[config.mk]
export PLATFORM = sky130hd
export DESIGN_NAME = tsd_mac
export DESIGN_NICKNAME = d
export VERILOG_FILES = /design/src/sv/tsd_pkg.sv /design/src/sv/tsd_mac.sv
export SDC_FILE = /design/constraint.sdc
export NUM_CORES = 2
export LEC_CHECK = 0
export BUFFER_PORTS_ARGS = -buffer_cell sky130_fd_sc_hd__clkbuf_2
export CORE_MARGIN = 2
export CORE_UTILIZATION = 59
export DETAILED_ROUTE_END_ITERATION = 8
export PLACE_DENSITY_LB_ADDON = 0.3
export SYNTH_ARGS = -nofsm -noshare
export SYNTH_HDL_FRONTEND = slang
export SYNTH_SLANG_ARGS = --single-unit
[constraint.sdc]
create_clock -name clk -period 9.2 [get_ports clk]
set_clock_uncertainty 0.15 [all_clocks]
set_input_delay 0.46 -clock clk [delete_from_list [all_inputs] [get_ports clk]]
set_output_delay 0.46 -clock clk [all_outputs]
set_load 0.02 [all_outputs]
[src/sv/tsd_pkg.sv]
// ----------------------------------------------------------------------------
// tsd_pkg
// widths, constants and codes shared by the throughput stability detector
// ----------------------------------------------------------------------------
package tsd_pkg;

  localparam int TOT_W   = 32;
  localparam int INT_W   = 32;
  localparam int THR_W   = 48;
  localparam int FRAC_W  = 16;
  localparam int DRIFT_W = 16;
  localparam int OUT_W   = 3;
  localparam int MAC_W   = 64;
  localparam int ACC_W   = 128;
  localparam int HALF_W  = 32;

  localparam logic [DRIFT_W-1:0] DRIFT_RESET = 16'd3277;

  // outcome codes of a result item
  typedef enum logic [OUT_W-1:0] {
    OUT_IGNORED  = 3'd0,
    OUT_FILLING  = 3'd1,
    OUT_REJECTED = 3'd2,
    OUT_UNSTABLE = 3'd3,
    OUT_STABLE   = 3'd4
  } outcome_t;

endpackage

[src/sv/tsd_mac.sv]
// ----------------------------------------------------------------------------
// tsd_mac
// shared multiply accumulate unit, 64 by 64 from four 32 by 32 products
// ----------------------------------------------------------------------------
module tsd_mac (
  input  logic                      clk,
  input  logic                      rst,
  input  logic                      start,
  input  logic                      clear,
  input  logic [tsd_pkg::MAC_W-1:0] a,
  input  logic [tsd_pkg::MAC_W-1:0] b,
  output logic                      idle,
  output logic [tsd_pkg::ACC_W-1:0] acc
);

  localparam int H = tsd_pkg::HALF_W;

  logic [tsd_pkg::MAC_W-1:0] a_r;
  logic [tsd_pkg::MAC_W-1:0] b_r;
  logic [1:0]                step;
  logic                      busy;
  logic [tsd_pkg::MAC_W-1:0] prod;
  logic [1:0]                psh;
  logic                      pvld;
  logic [H-1:0]              a_half;
  logic [H-1:0]              b_half;
  logic [tsd_pkg::ACC_W-1:0] addend;

  assign idle = !busy && !pvld;

  // half selection for the current partial product
  always_comb begin
    a_half = step[1] ? a_r[tsd_pkg::MAC_W-1:H] : a_r[H-1:0];
    b_half = step[0] ? b_r[tsd_pkg::MAC_W-1:H] : b_r[H-1:0];
  end

  // align the registered partial product
  always_comb begin
    case (psh)
      2'd0:    addend = tsd_pkg::ACC_W'(prod);
      2'd1:    addend = tsd_pkg::ACC_W'(prod) << H;
      default: addend = tsd_pkg::ACC_W'(prod) << (2 * H);
    endcase
  end

  // multiply stage then accumulate stage
  always_ff @(posedge clk) begin
    if (rst) begin
      busy <= 1'b0;
      pvld <= 1'b0;
      step <= '0;
    end else begin
      if (start) begin
        a_r  <= a;
        b_r  <= b;
        step <= '0;
        busy <= 1'b1;
        if (clear) begin
          acc <= '0;
        end
      end else if (busy) begin
        prod <= a_half * b_half;
        psh  <= 2'(step[1]) + 2'(step[0]);
        step <= step + 1'b1;
        if (step == 2'd3) begin
          busy <= 1'b0;
        end
      end
      pvld <= busy;
      if (pvld) begin
        acc <= acc + addend;
      end
    end
  end

endmodule

==> summary.md <==
| Metric | Value |
|---|---|
| Average routed wire per standard cell | `25.4 microns` |
| Clock network latency to the later pin of the worst-skew pair | `0.65 ns` |
| Worst Hold End | `step[1]` |
| Detailed Route WL | `187,000 microns` |
| Slew at the pin closest to its max-slew limit | `1.07 ns` |
| Largest net degree at the start of global routing | `83` |
| Instance count of the mapped netlist | `5,850` |
| Total core area | `89,900 sq um` |
| Outcome | `finished clean` |
| Clock H-tree levels | `2` |
| Detailed-route DRC error count | `0` |
| First-pass detailed-route iteration total | `6` |
| Worst setup SP type | `flop` |
| Filler cells | `7,241` |
| Critical Path Sink Type | `flop` |
| Worst relative slew slack | `26.4%` |
| Capture instance of the worst register-to-register path | `prod[60]` |
| Die span in x | `305 microns` |
| Total standard cell area after synthesis | `53,400 sq um` |
| Total global routing overflow | `0` |
| Max frequency | `112 MHz` |
| Async set-reset flop share out of synthesis | `0%` |
| Count of unique library cells instantiated by Yosys | `81` |
| Maximum number of buffers from clock root to sink | `3` |
| Largest cells by area after synthesis | `sky130_fd_sc_hd__fa_1, sky130_fd_sc_hd__edfxtp_1, sky130_fd_sc_hd__ha_1` |
| CP Data Arrival Time | `9.16 ns` |
| Cell taking the most area after synthesis | `sky130_fd_sc_hd__fa_1` |
| Final critical-path setup slack | `0.268 ns` |
| Crit path max fanout | `21` |
| Std cell rows | `110` |
| R2r setup slk | `0.27 ns` |
| Area growth from synthesis to layout | `10.8%` |
| Number of antenna violations at the first check in global routing | `4` |
| Critical path type | `reg2reg` |
| Dpl cells | `7,144` |
| Average cell area after synthesis | `9.12 sq um` |
| CTS Sinks | `326` |
| Number of vias after detailed routing | `44.9k` |
| Global Route Usage Sum | `40.3%` |
| Final slew viol count | `0` |
| Ratio of cells with drive above 1 in the final layout | `9.86%` |
| Top-level I/O count | `261` |
| Worst min-delay path category | `in2reg` |
| Number of synthesized flops with an enable pin | `322` |
| Last weighted congestion value of the routability-driven placer | `1.06` |
| Number of nets produced by synthesis | `7,270` |
| Storage cell area | `9760 sq um` |
| R2R Path Start | `step[1]` |
| Via/cell ratio | `6.12` |
| Smallest hold slack | `0.201 ns` |
| Dpl hpwl | `148,000 microns` |
| Register clock-pin slew on the reported worst setup and hold paths | `0.07 ns` |
| Violation count after the first detailed-route iteration | `5,223` |
| TritonCTS clock tree | `done` |
| Number of nets still failing antenna checks after routing | `0` |
| RSZ-0062 raised after global routing | `yes` |
| Top post-synthesis cells by count | `sky130_fd_sc_hd__inv_1, sky130_fd_sc_hd__fa_1, sky130_fd_sc_hd__nor2_1, sky130_fd_sc_hd__nand2_1, sky130_fd_sc_hd__ha_1` |
| Fraction of the cycle the final worst path needs | `97.1%` |
| Max Cap Viol | `0` |
| Port buffer count | `260` |
| Vias in the first global route | `46.1k` |
| Fin. Hold Viols | `0` |
| Non-Filler Instances | `7,347` |
| Fin crit period | `8.93 ns` |
| Worst hold path depth | `2` |
| Die span in y | `305 microns` |
| TritonCTS Buffers | `38` |
| Source of the worst hold timing path | `start` |
| Required time of the critical path | `9.43 ns` |
| Clock root cell | `sky130_fd_sc_hd__clkbuf_16` |
| Number of storage elements in the synthesis netlist | `326` |
| Number of nets in the layout | `7,557` |
| Multi-input gate area | `39,200 sq um` |
| Cells on worst reg2reg path | `27` |
| Global-route wire length before repair | `279,000 microns` |
| Most frequent cell after synthesis | `sky130_fd_sc_hd__inv_1` |
| Area of the die | `92,900 sq um` |
| Yosys warning total | `0` |
| Sequential fraction of the synthesis area | `18.3%` |
| Post-synth top area share | `33.6%` |
| Endpoints failing setup | `0` |
| Starting utilization of the core area | `59.4%` |
| Place WS | `0.194 ns` |
| Most frequently used flop master after synthesis | `sky130_fd_sc_hd__edfxtp_1` |
[how the worst max path moves through the flow]
stage	slack, ns	end	cells after the start	start
2_1_floorplan	0.30	prod[61]	27	step[0]
3_3_place_gp	0.43	prod[61]	27	step[1]
3_5_place_dp	0.19	prod[61]	28	step[1]
4_1_cts	0.17	prod[61]	28	step[1]
5_1_grt	-0.04	prod[62]	26	step[0]
6_report	0.27	prod[60]	27	step[1]
[sequential cells by signal, summed over array words and instances, names as in the netlist]
signal and count:
pvld 1, b_r 64, prod 64, psh 2
step 2, busy 1, a_r 64, acc 128
[layout by cell type (no fill, tap or decap), drive strengths merged, types with 6 or more instances in the layout]
cell / netlist / layout
fa: 897 / 897
or2: 8 / 8
mux2i: 112 / 112
o21ai: 168 / 168
edfxtp: 322 / 322
ha: 391 / 391
o31ai: 9 / 9
dlygate4sd3: 0 / 128
a2111oi: 8 / 8
xor2: 72 / 72
a21boi: 10 / 10
buf: 29 / 144
o21bai: 46 / 46
clkinvlp: 0 / 6
a31oi: 21 / 21
nor4: 12 / 12
nand2b: 37 / 37
o211ai: 16 / 16
a21o: 88 / 88
nor3: 39 / 39
nor2: 865 / 865
and3: 18 / 18
a211oi: 14 / 14
a22o: 32 / 32
nand2: 670 / 670
o2111ai: 8 / 8
clkbuf: 256 / 303
and4: 6 / 6
and2: 85 / 85
o21a: 22 / 22
xnor2: 95 / 95
a211o: 6 / 6
inv: 938 / 937
nand3: 33 / 33
nand4: 78 / 78
nor2b: 14 / 14
clkinv: 0 / 18
a21oi: 292 / 292
or3: 10 / 10
mux2: 64 / 64
[logic make-up after synthesis]
logic type	Yosys count	synth area share, %
xor+xnor	167	2.74
compound gates	781	9.23
fa+ha+maj	1288	42.8
flops	326	18.3
simple gates	1889	14.9
mux	176	3.45
buf+inv	1223	8.64
[timing repair]
| item | CTS | global route |
|---|---|---|
| hold endpoints to repair | 128 | 0 |
| hold buffers | 128 | 0 |
| gates resized for setup | 0 | 8 |
| endpoints found under the setup margin | 0 | 6 |
| buffers inserted | 0 | 1 |
[critical path, cell delays in order (launching register included)]
cell,delay [ns]
sky130_fd_sc_hd__dfxtp_4,0.47
sky130_fd_sc_hd__buf_6,0.23
sky130_fd_sc_hd__mux2i_2,0.21
sky130_fd_sc_hd__buf_4,0.41
sky130_fd_sc_hd__nor2_1,0.13
sky130_fd_sc_hd__fa_1,0.53
sky130_fd_sc_hd__fa_1,0.58
sky130_fd_sc_hd__inv_1,0.15
sky130_fd_sc_hd__fa_1,0.56
sky130_fd_sc_hd__inv_1,0.05
sky130_fd_sc_hd__fa_1,0.49
sky130_fd_sc_hd__inv_1,0.06
sky130_fd_sc_hd__fa_1,0.55
sky130_fd_sc_hd__fa_1,0.44
sky130_fd_sc_hd__fa_1,0.48
sky130_fd_sc_hd__fa_1,0.50
sky130_fd_sc_hd__inv_1,0.04
sky130_fd_sc_hd__ha_1,0.37
sky130_fd_sc_hd__a21o_1,0.19
sky130_fd_sc_hd__a21o_1,0.17
sky130_fd_sc_hd__a221oi_1,0.48
sky130_fd_sc_hd__o21a_1,0.16
sky130_fd_sc_hd__o21ai_0,0.08
sky130_fd_sc_hd__a21oi_1,0.33
sky130_fd_sc_hd__o221ai_1,0.22
sky130_fd_sc_hd__a211oi_2,0.32
sky130_fd_sc_hd__o21ai_0,0.15
sky130_fd_sc_hd__xor2_1,0.15
[metrics by stage]
stage          setup TNS, ns  instance area [sq um]  util [%]
2_1_floorplan              0                  53400         -
3_3_place_gp               0                  56500      62.9
3_5_place_dp               0                  56500      62.9
4_1_cts                    0                  59100      65.7
6_report                   0                  59100      65.8
5_1_grt              -0.0414                  59100      65.8
[layout make-up]
class	instances	share of cell area, %
diodes	5	0.0212
clock buffers	43	1.64
clock inverters	26	0.480
inverters	938	5.95
multi-input cells	4301	66.3
flip-flops and latches	326	16.5
well taps	1176	2.49
repair buffers	532	6.58
[routing by layer]
layer	up-vias	routed length [microns]	track usage, %
met5	-	0	0
met4	0	15300	25.8
met3	769	23800	12.1
met2	3099	80000	60.8
met1	21800	67400	50.7
li1	19200	-	-
Power is not shown: default switching activity piles up to over one toggle a cycle in this logic, so the estimate is an artifact.
