===== config.mk =====
export PLATFORM = sky130hd
export DESIGN_NAME = tsd_div
export DESIGN_NICKNAME = d
export VERILOG_FILES = /design/src/sv/tsd_pkg.sv /design/src/sv/tsd_div.sv
export SDC_FILE = /design/constraint.sdc
export NUM_CORES = 1
export LEC_CHECK = 0
export BUFFER_PORTS_ARGS = -buffer_cell sky130_fd_sc_hd__clkbuf_2
export CAP_MARGIN = 0
export CORE_MARGIN = 5
export CORE_UTILIZATION = 55
export CTS_BUF_LIST = sky130_fd_sc_hd__clkbuf_4
export DETAILED_ROUTE_END_ITERATION = 7
export PLACE_DENSITY = 0.8
export SETUP_SLACK_MARGIN = 0.3
export SLEW_MARGIN = 25
export SYNTH_ARGS = -nofsm -noshare
export SYNTH_HDL_FRONTEND = slang
export SYNTH_SLANG_ARGS = --single-unit

===== constraint.sdc =====
create_clock -name clk -period 8.1 [get_ports clk]
set_input_delay 1.215 -clock clk [delete_from_list [all_inputs] [get_ports clk]]
set_output_delay 1.215 -clock clk [all_outputs]
set_load 0.005 [all_outputs]

===== src/sv/tsd_pkg.sv =====
// ----------------------------------------------------------------------------
// tsd_pkg
// widths, constants and codes shared by the throughput stability detector
// ----------------------------------------------------------------------------
package tsd_pkg;

  localparam int TOT_W   = 32;
  localparam int INT_W   = 32;
  localparam int THR_W   = 48;
  localparam int FRAC_W  = 16;
  localparam int DRIFT_W = 16;
  localparam int OUT_W   = 3;
  localparam int MAC_W   = 64;
  localparam int ACC_W   = 128;
  localparam int HALF_W  = 32;

  localparam logic [DRIFT_W-1:0] DRIFT_RESET = 16'd3277;

  // outcome codes of a result item
  typedef enum logic [OUT_W-1:0] {
    OUT_IGNORED  = 3'd0,
    OUT_FILLING  = 3'd1,
    OUT_REJECTED = 3'd2,
    OUT_UNSTABLE = 3'd3,
    OUT_STABLE   = 3'd4
  } outcome_t;

endpackage


===== src/sv/tsd_div.sv =====
// ----------------------------------------------------------------------------
// tsd_div
// restoring divider, one quotient bit per cycle
// ----------------------------------------------------------------------------
module tsd_div (
  input  logic                      clk,
  input  logic                      rst,
  input  logic                      start,
  input  logic [tsd_pkg::THR_W-1:0] num,
  input  logic [tsd_pkg::INT_W-1:0] den,
  output logic                      busy,
  output logic [tsd_pkg::THR_W-1:0] quot
);

  localparam int CNT_W = $clog2(tsd_pkg::THR_W);

  logic [tsd_pkg::INT_W-1:0] rem;
  logic [tsd_pkg::INT_W-1:0] den_r;
  logic [CNT_W-1:0]          cnt;
  logic [tsd_pkg::INT_W:0]   shifted;
  logic                      fits;

  // trial subtract of the shifted remainder
  always_comb begin
    shifted = {rem, quot[tsd_pkg::THR_W-1]};
    fits    = (shifted >= {1'b0, den_r});
  end

  // dividend shifts out at the top, quotient bits enter at the bottom
  always_ff @(posedge clk) begin
    if (rst) begin
      busy <= 1'b0;
      cnt  <= '0;
    end else if (start) begin
      busy  <= 1'b1;
      cnt   <= '0;
      quot  <= num;
      rem   <= '0;
      den_r <= den;
    end else if (busy) begin
      if (fits) begin
        rem  <= tsd_pkg::INT_W'(shifted - {1'b0, den_r});
        quot <= {quot[tsd_pkg::THR_W-2:0], 1'b1};
      end else begin
        rem  <= shifted[tsd_pkg::INT_W-1:0];
        quot <= {quot[tsd_pkg::THR_W-2:0], 1'b0};
      end
      if (cnt == CNT_W'(tsd_pkg::THR_W - 1)) begin
        busy <= 1'b0;
      end
      cnt <= cnt + 1'b1;
    end
  end

endmodule


==> results of run 1 <==
[cell usage in the layout (no fill, tap or decap), types with 7 or more instances in the layout]
master / instances
ha_1: 33
o21ai_0: 14
dfxtp_1: 7
inv_1: 36
clkbuf_4: 18
mux2_2: 48
nor2_1: 45
nand2_1: 31
edfxtp_1: 112
nand3_1: 25
mux2i_1: 20
a21o_1: 13
o21ai_1: 10
xor2_1: 15
xnor2_1: 14
clkbuf_2: 131
a21oi_1: 38
[layer usage]
| layer | vias to the layer above | global-route usage [%] | share of wire (%) |
|---|---|---|---|
| met5 | - | 0 | 0 |
| met4 | 0 | 7.946 | 1.6 |
| met3 | 24 | 7.257 | 6.9 |
| met2 | 148 | 33.90 | 49 |
| met1 | 2325 | 25.99 | 42 |
| li1 | 2374 | - | - |
[worst reg2reg max path: cells and delay by family (launching register included)]
kind	cells	cell delay, ns
AO/OA/AOI/OAI	5	1.24
adder cells (fa/ha/maj)	1	0.42
flip-flops	1	0.43
AND/OR/NAND/NOR	4	0.90
[cell families after synthesis]
family | count (synthesis) | share of synthesized area [%]
AO/OA/AOI/OAI | 112 | 11.03
XOR/XNOR | 29 | 3.819
flip-flops | 119 | 52.68
buffers and inverters | 61 | 3.782
adder cells (fa/ha/maj) | 34 | 6.510
multiplexers | 68 | 11.14
AND/OR/NAND/NOR | 145 | 11.04
[path summary, 6_finish.rpt]
| path | startpoint | to | depth (start not counted) |
|---|---|---|---|
| setup / recovery | start | rem[14]$_SDFFCE_PP0P_ | 5 |
| hold / removal | cnt[5]$_SDFFE_PP0P_ | cnt[5]$_SDFFE_PP0P_ | 2 |
| setup reg to reg | rem[10]$_SDFFCE_PP0P_ | rem[23]$_SDFFCE_PP0P_ | 10 |
| hold reg to reg | cnt[5]$_SDFFE_PP0P_ | cnt[5]$_SDFFE_PP0P_ | 2 |
[flip-flops by register name (all words and copies together) (netlist names)]
register / cells
quot: 48
rem: 32
den_r: 32
busy: 1
cnt: 6
[through the flow]
step / hold slack [ns] / cell area [µm²] / setup slack [ns]
5_1_grt: 0.5426 / 7716 / 4.559
4_1_cts: 0.5319 / 7714 / 4.706
6_report: 0.5211 / 7716 / 4.655
3_5_place_dp: 0.5140 / 7406 / 4.092
2_1_floorplan: 0.4534 / 6650 / 2.340
3_3_place_gp: 0.4635 / 7406 / 4.185
[layout make-up]
class                           instances  area share, %
Antenna cell                            1        0.03243
Timing Repair Buffer                  134          8.789
Clock buffer                           18          1.751
Clock inverter                         14          2.238
Inverter                               36          1.751
Tap cell                              147          2.384
Multi-Input combinational cell        388          37.65
Sequential cell                       119          45.40
[power breakdown]
group          total [mW]  switching [mW]  internal (mW)
logic               0.446           0.254          0.191
clock network       0.466           0.246          0.220
registers           0.765          0.0259          0.739
total                1.68           0.526           1.15
==> metrics list, run 1 <==
- The run finished with clean final reports.
- For this run, the detailed router's first-pass iteration total came to 5.
- In the routed design, unresolved DRC markers number 0.
- Vertical die dimension: 120.0 µm
- The critical path in this run is classified as primary input to flip-flop.
- In this design, the stage delay of the slowest critical-path cell is 0.73 ns.
- Post-layout nets: 813
* Cell types with the highest counts after synthesis: 112 x edfxtp_1, 48 x mux2_2, 47 x nor2_1
* Post-Route Utilization: 64.78%
- Ys async rst share: 0%
* Flops & latches, synth: 119
* CTS Root Cell: clkbuf_4
- Traced cell by cell, the critical path runs through clkbuf_2 -> buf_4 -> nor2_1 -> nor2_4 -> buf_4.
- Summed over its instances, the top area cell type makes up 50.57% of the synthesized netlist area.
- Summing all flip-flop and latch instances after layout gives 3503 µm².
- Drt via density: 5.684
- IO Count: 132
* Total global routing track utilization: 20.97%
- The synthesized design spends more area on one cell type than any other, namely edfxtp_1.
* Fill count: 951
* Commonest register cell after synthesis: edfxtp_1
* Area occupied by multi-input gates: 2905 µm²
- After legalization and detailed placement, the total HPWL measured 10700 µm.
* Static Leak: 3.266 nW
- Relative to the synthesized area, the layout overhead comes to 16.03%.
- After synthesis the cells add up to 6650 µm².
- Clock skew on the completed layout was measured at 0.01445 ns.
* Main area contributors after synthesis: edfxtp_1 51%, mux2_2 8.1%, ha_1 6.2%
- H-tree depth: 4
- Category of the worst setup path capture point: flip-flop
* Count of endpoints failing hold in the final timing report: 0
- Entering global routing, the biggest net connects 78 pins.
- Among all cell types in the netlist, the one instantiated most often is edfxtp_1.
- The region available for standard cell placement spans 11910 µm².
- Global route overflow: 0
- At the later pin of the worst-skew pair, clock insertion delay measures 0.54 ns.
- CP required: 8.27 ns
- The tool flagged a number of max-cap violations equal to 0.
- Slowest-stage cell, CP: buf_4
- Kind of cell adding the most delay to the critical path: buffers and inverters
* Setup slack, reg-to-reg: 4.88 ns
- The number of clock buffers added by TritonCTS is 17.
* Number of warnings reported in the yosys synthesis log: 0
- The die is 120.0 µm wide.
- Across the VDD grid, the largest voltage drop is 126.3 µV.
- Count of distinct cell types in the synthesized netlist: 60
* Number of nets in the synthesized netlist: 685
* Post-route insts no fill: 857
- Final setup vio count: 0
* Avg Inst Size Synth: 11.71 µm²
- Clk sinks: 119
- Derived from the worst setup path, the maximum achievable clock frequency is 0.2903 GHz.
- Transition time at the pin with the least slew margin: 0.9015 ns
* Final weighted congestion in routability-driven placement: 0.9411
- The number of buffers and inverters on the critical path is 3.
* Max Slew Vio Count: 0
* Buffers from clock root to sink, at most: 2
* TritonCTS clock tree: yes
- The via count of the first global-routing pass was 5055.
* Total Negative Setup Slacks: 0 ns
- The cell that appears most often on the critical path is buf_4.
- Clock-pin slew of the registers on the worst-case setup and hold paths: 0.11 ns
- STA puts the critical path data arrival time at 3.62 ns.
- Worst Hold Class: flip-flop to flip-flop
- Along the worst path, the maximum fanout reaches 77.
- The routed design could run at a clock period as short as 3.445 ns.
- Headroom to the max-slew limit came out at 39.90%.
- The detailed router placed 4871 vias in this run.
* Kind of start point of the critical path: primary input
- CTS Hold Buffers Added: 0
- After layout, the worst path uses 42.53% of the clock period.
- Counting flops with a built-in enable in the synthesized netlist gives 112.
* PnR Total Power: 1.677 mW
- Iteration-0 DRC Markers: 294
* PwrDens: 217.3 nW/µm²
* FP Rows: 40
- Starting Density: 55.83%
* Ratio of cells with drive above 1 in the final layout: 32.30%
* # Post-CTS Setup Buffers: 0
* Synthesized netlist cell count: 568
* Final routed wire length divided by cell count: 17.21 µm
* Number of instances resized during post-cts repair: 0
- The first global-routing pass estimated 23870 µm of wire.
- Total placed cells including tap cells: 824
- Setup repair after global routing missed its margin: no
- Full die area: 14390 µm²
* Final Routed Wirelength: 14750 µm
* Number of antenna violations at the first check in global routing: 1
* ANT nets after route: 0
- Input and output buffers added on the ports amount to 131.
* Part of the Yosys area used for sequential elements: 52.68%
Power figures use the tool's default switching activity.
==> run 2: changes to the inputs <==
CORE_UTILIZATION = 52   (was 55)
PLACE_DENSITY = 0.79   (was 0.8)
clock period = 2.9 ns   (was 8.1 ns; I/O delays follow)
==> metrics list, run 2 (synthesized netlist as in run 1, its figures left out) <==
- Number of antenna diodes: 0
- For this block, the initial DRC count from the detailed router was 294.
- quot holds more flip-flops than any other register.
- Number of antenna violations at the first check in global routing: 0
* Static Leak: 3.457 nW
* Final setup vio count: 0
- Vias in the first global route: 5325
* Pre-CTS setup slack: 0.04132 ns
- Wire length of the first global-routing pass: 25180 µm
- Later-pin clock latency in the skew report: 0.53 ns
- Highest clock frequency the design can meet: 0.3618 GHz
- GR met3 Demand/Resource: 8.143%
* Slew Limit Headroom: 59.01%
- Fill count: 948
* Switch Pwr: 1.552 mW
- In this run, flip-flops and latches consume 43.3% of the power.
- Number of buffers created by CTS: 17
- Internal power consumption: 3.395 mW
- Clock-pin slew of the registers on the worst-case setup and hold paths: 0.12 ns
* Count of buffers inserted at the top-level ports: 131
- The largest registers in the layout are quot: 48 flops, den_r: 32 flops, rem: 32 flops.
- The final layout contains routed wiring with a total length of 16230 µm.
* Post-Route Utilization: 66.12%
- CTS Root Cell: clkbuf_4
- IO Count: 132
- The number of hold-slack violations in the final timing report came to 0.
- FP Rows: 41
- Net switching is 31.38% of the power.
* Global route overflow: 0
- The share of total power dissipated in combinational logic is 31.0%.
- From synthesis to final layout, the design area changed by 24.97%.
- Setup repair after global routing missed its margin: yes
- Ratio of cells with drive above 1 in the final layout: 40.38%
- After detailed routing, the number of remaining DRC violations is 0.
- The detail route stage leaves a number of antenna-violating nets equal to 0.
- Of the total power, the clock network draws 25.7%.
- Core Area: 12570 µm²
- For this run, the detailed router's first-pass iteration total came to 5.
- From left edge to right edge, the die measures 123.1 µm.
- Final routed wire length divided by cell count: 17.74 µm
* Highest-count cells in the layout ignoring fill and taps: 131 x clkbuf_2, 112 x edfxtp_1, 48 x mux2_2
- In this run the worst hold path is classified as primary input to flip-flop.
* Total via count in the routed design: 5129
* Flip-flop count of the largest register, all copies and words added: 48
- Data on the critical path is required at its endpoint by 3.18 ns.
* Post-layout minimum cycle time: 2.764 ns
- The layer flagged by global routing as most heavily used is met2.
- PwrDens: 595.3 nW/µm²
- Status: finished clean
* Vertical die dimension: 123.1 µm
- Post-layout nets: 847
* H-tree depth: 4
- Clk sinks: 119
- The worst setup path is launched from a flip-flop.
- Total Negative Setup Slacks: 0 ns
- The congestion estimate from routability-driven global placement came to 0.9613.
- Final worst path period share: 95.30%
- Max-cap violations in this run came to 0.
- Category of the worst setup path capture point: flip-flop
- Transition time at the pin with the least slew margin: 0.6148 ns
- Total power for the finished layout comes to 4.947 mW.
* TritonCTS clock tree: yes
- Drt via density: 5.605
- Full die area: 15150 µm²
* Buffers from clock root to sink, at most: 2
- Worst Setup Path Type: flip-flop to flip-flop
- Dpl hpwl: 11150 µm
- Clock skew on the completed layout was measured at 0.02161 ns.
- VDD IR max: 340.2 µV
* Max Slew Vio Count: 0
* Met1 capacity usage during global routing: 25.52%
- The setup check on the worst reg-to-reg path leaves a slack of 0.14 ns.
- Once the floorplan was initialized, standard cells occupied 52.91% of the core.
* Critical Path Fanout Max: 11
* Worst-case setup margin in the final layout: 0.1362 ns
- Across every metal layer, demand over resource in global routing totals 21.41%.
- Data arrival at the endpoint of the critical path: 3.05 ns
- Global routing used 35.57% of the available met2 tracks.
- Pin count of the biggest net entering global routing: 49
- Most frequent standard cell in the layout excluding fill and tap cells: clkbuf_2
-- run 2: cell count changes in the layout (fill, tap and decap cells not counted), moves of 6 or more --
cell / before / now
buf_4: 3 / 31
ha_1: 33 / 17
ha_2: 0 / 6
ha_4: 0 / 10
-- run 2: cell type report --
type / count / area, µm² / share of cell area (%)
flip-flops and latches: 119 / 3503 / 42.16
clock inverters: 13 / 153.9 / 1.852
well taps: 172 / 215.2 / 2.590
inverters: 36 / 135.1 / 1.626
repair buffers: 168 / 984.7 / 11.85
clock buffers: 19 / 142.6 / 1.716
multi-input cells: 388 / 3176 / 38.21
-- run 2: final timing paths --
kind                                          start               endpoint  cells after the start
worst max-delay path             den_r[1]$_DFFE_PP_  rem[18]$_SDFFCE_PP0P_                     12
worst min-delay path                        den[31]    den_r[31]$_DFFE_PP_                      1
worst max register to register   den_r[1]$_DFFE_PP_  rem[18]$_SDFFCE_PP0P_                     12
worst min register to register  cnt[5]$_SDFFE_PP0P_    cnt[5]$_SDFFE_PP0P_                      2
-- run 2: per-layer routing --
| layer | vias up | share of wire (%) |
|---|---|---|
| li1 | 2438 | - |
| met1 | 2436 | 41 |
| met2 | 225 | 49 |
| met3 | 30 | 8.7 |
| met4 | 0 | 1.6 |
| met5 | - | 0 |
-- run 2: repair_timing --
action,CTS,global route
endpoints found under the setup margin,33,32
hold buffers,0,1
hold endpoints to repair,0,1
setup buffers,13,6
resized for setup,39,17
pin swaps,21,14
-- run 2: power groups by stage --
stage | Sequential [mW] | Combinational (mW) | Clock, mW
after global placement | 2.16 | 1.28 | 0
final | 2.14 | 1.53 | 1.27
after floorplan | 2.15 | 0.946 | 0
after detailed placement | 2.17 | 1.32 | 0
after global routing | 2.16 | 1.66 | 1.39
after CTS | 2.14 | 1.45 | 1.30
-- run 2: critical path, stage by stage (launching register included) --
cell      delay (ns)
edfxtp_1        0.45
inv_2           0.11
ha_4            0.21
nor2b_2         0.16
o211ai_1        0.24
nand3b_1        0.17
a21oi_4         0.24
a211oi_2        0.12
nand3b_4        0.22
nand2_8         0.14
buf_12          0.16
mux2i_2         0.23
nor2_1          0.08
-- run 2: per-stage QoR --
stage | instances | hold WS, ns | instance area (µm²)
after floorplan | 568 | 0.4534 | 6660
after global placement | 863 | 0.4614 | 7580
after detailed placement | 863 | 0.4985 | 7580
after CTS | 908 | 0.02576 | 8180
after global routing | 915 | 0.001116 | 8310
final | 915 | 0.07511 | 8310
==> run 3: changes to the inputs <==
PLACE_DENSITY = 0.81   (was 0.79)
==> metrics list, run 3 (synthesized netlist as in run 1, its figures left out) <==
* VDD IR max: 381.1 µV
* Final setup vio count: 0
- In this run the clock root is driven by a clkbuf_4.
- Starting Density: 52.91%
- Transition time at the pin with the least slew margin: 0.6321 ns
* TritonCTS clock tree: yes
- The largest registers in the layout are quot: 48 flops, den_r: 32 flops, rem: 32 flops.
* Max Slew Vio Count: 0
- Fill count: 923
- Ratio of cells with drive above 1 in the final layout: 40.98%
- Number of antenna diodes: 0
- Setup repair after global routing could not meet its margin everywhere.
- Number of buffers created by CTS: 17
- CP required: 3.18 ns
- The floorplan step set the die width to 123.1 µm.
* H-tree depth: 4
* Buffers from clock root to sink, at most: 2
- 132 I/O pins were placed.
- Final worst clock skew: 0.02054 ns
- The register with the most flip-flops in the layout has 48 of them.
* Status: finished clean
- Port buffering added 131 buffers.
- The via count of the first global-routing pass came to 5384.
- Count of endpoints failing hold in the final timing report: 0
* Iteration-0 DRC Markers: 402
- For this run, the total global-route usage over all layers was measured as 21.43%.
* ANT nets after route: 0
- In the final design database the tool counted 858 nets.
* Final worst path period share: 95.10%
* Highest clock frequency the design can meet: 0.3626 GHz
- Once detailed placement completed, the half-perimeter wirelength came to 11310 µm.
* Clk sinks: 119
- The initial antenna violation count came to 0.
- Dividing the detail-routed via count by the number of cells gives 5.646.
- PwrDens: 608.2 nW/µm²
* Worst Setup Path Type: flip-flop to flip-flop
- Relative to the synthesized area, the layout overhead comes to 26.64%.
* Kind of start point of the critical path: flip-flop
- Highest-count cells in the layout ignoring fill and taps: 131 x clkbuf_2, 112 x edfxtp_1, 47 x mux2_2
* Cell area after layout: 8422 µm²
- Core Area: 12570 µm²
- Cells fill 67.01% of the core in the end.
* Vertical die dimension: 123.1 µm
* DRC violation count after routing: 0
* MaxCap Viol Count: 0
- Pin count of the biggest net entering global routing: 49
- The die covers 15150 µm².
* Final weighted congestion in routability-driven placement: 0.9426
- First-pass iteration count of the detailed router: 5
* Global route overflow: 0
- The worst setup path is captured at a flip-flop.
* Total via count in the routed design: 5228
* Static Leak: 3.528 nW
- Wire length of the first global-routing pass: 25370 µm
- In the final routed layout, each cell accounts on average for 17.92 µm.
- Headroom to the max-slew limit came out at 57.81%.
* Most flops, register: quot
- After detailed placement, the total cell area comes to 7590 µm².
- Most frequent standard cell in the layout excluding fill and tap cells: clkbuf_2
- Critical Path Fanout Max: 5
- FP Rows: 41
- Final Routed Wirelength: 16600 µm
- STA puts the critical path data arrival time at 3.04 ns.
* Post-layout minimum cycle time: 2.758 ns
- PnR Total Power: 5.123 mW
- Worst-case setup margin in the final layout: 0.1422 ns
- Clock-pin slew of the registers on the worst-case setup and hold paths: 0.12 ns
- The path class of the tightest hold or removal check is primary input to flip-flop.
* Later-pin clock latency in the skew report: 0.54 ns
- Timing analysis after detailed placement gives a worst setup slack of -0.004067 ns.
[run 3: where the power goes]
group	leakage [nW]	switching [mW]	total [mW]	internal [mW]
sequential	1.13	0.0784	2.14	2.06
clock	0.168	0.657	1.36	0.701
combinational	2.23	0.848	1.62	0.775
total	3.53	1.58	5.12	3.54
[run 3: what timing repair did]
action                                  in CTS  in global routing
hold buffers                                 0                  0
pin swaps                                   18                 20
setup buffers                               19                  7
endpoints found under the setup margin      33                 33
gates cloned                                 1                  1
gates resized for setup                     33                 23
[run 3: routing by layer]
layer | part of all wire (%) | routed length (µm) | GRT usage (%) | up-vias
met4 | 2.6 | 434 | 7.889 | 0
met3 | 8.7 | 1444 | 7.411 | 41
met5 | 0 | 0 | 0 | -
met1 | 39 | 6452 | 26.12 | 2474
li1 | - | - | - | 2466
met2 | 50 | 8267 | 35.36 | 247
[run 3: worst paths after layout]
path                                       startpoint  depth (start not counted)               endpoint  slack (ns)
worst max-delay path            rem[17]$_SDFFCE_PP0P_                         10  rem[23]$_SDFFCE_PP0P_        0.14
worst min-delay path                          den[11]                          1    den_r[11]$_DFFE_PP_        0.06
worst max register to register  rem[17]$_SDFFCE_PP0P_                         10  rem[23]$_SDFFCE_PP0P_        0.14
worst min register to register    cnt[5]$_SDFFE_PP0P_                          2    cnt[5]$_SDFFE_PP0P_        0.51
[run 3: cell type report]
cell class                 count  area, µm²  share of cell area [%]
tap                          172      215.2                   2.555
clock buffer                  19      142.6                   1.694
clock inverter                13      178.9                   2.125
inverter                      36      135.1                   1.605
multi-input combinational    389       3181                   37.77
timing repair buffer         178       1066                   12.66
sequential                   119       3503                   41.60
[run 3: through the flow]
stage               cells  hold slack (ns)  setup TNS [ns]
floorplan             568           0.4534               0
global placement      866           0.4649               0
detailed placement    866           0.5029       -0.004067
CTS                   918          0.02785               0
global route          926          0.01800               0
finish                926          0.06414               0
[run 3: worst max-delay path: stages (launching register included)]
cell and delay (ns):
edfxtp_1 0.45, ha_4 0.25, a21o_4 0.22, a221oi_4 0.30
o21ai_1 0.11, a31o_1 0.22, a21oi_2 0.19, nand3b_4 0.18
nand2_8 0.16, nor4b_1 0.08, a311o_1 0.34
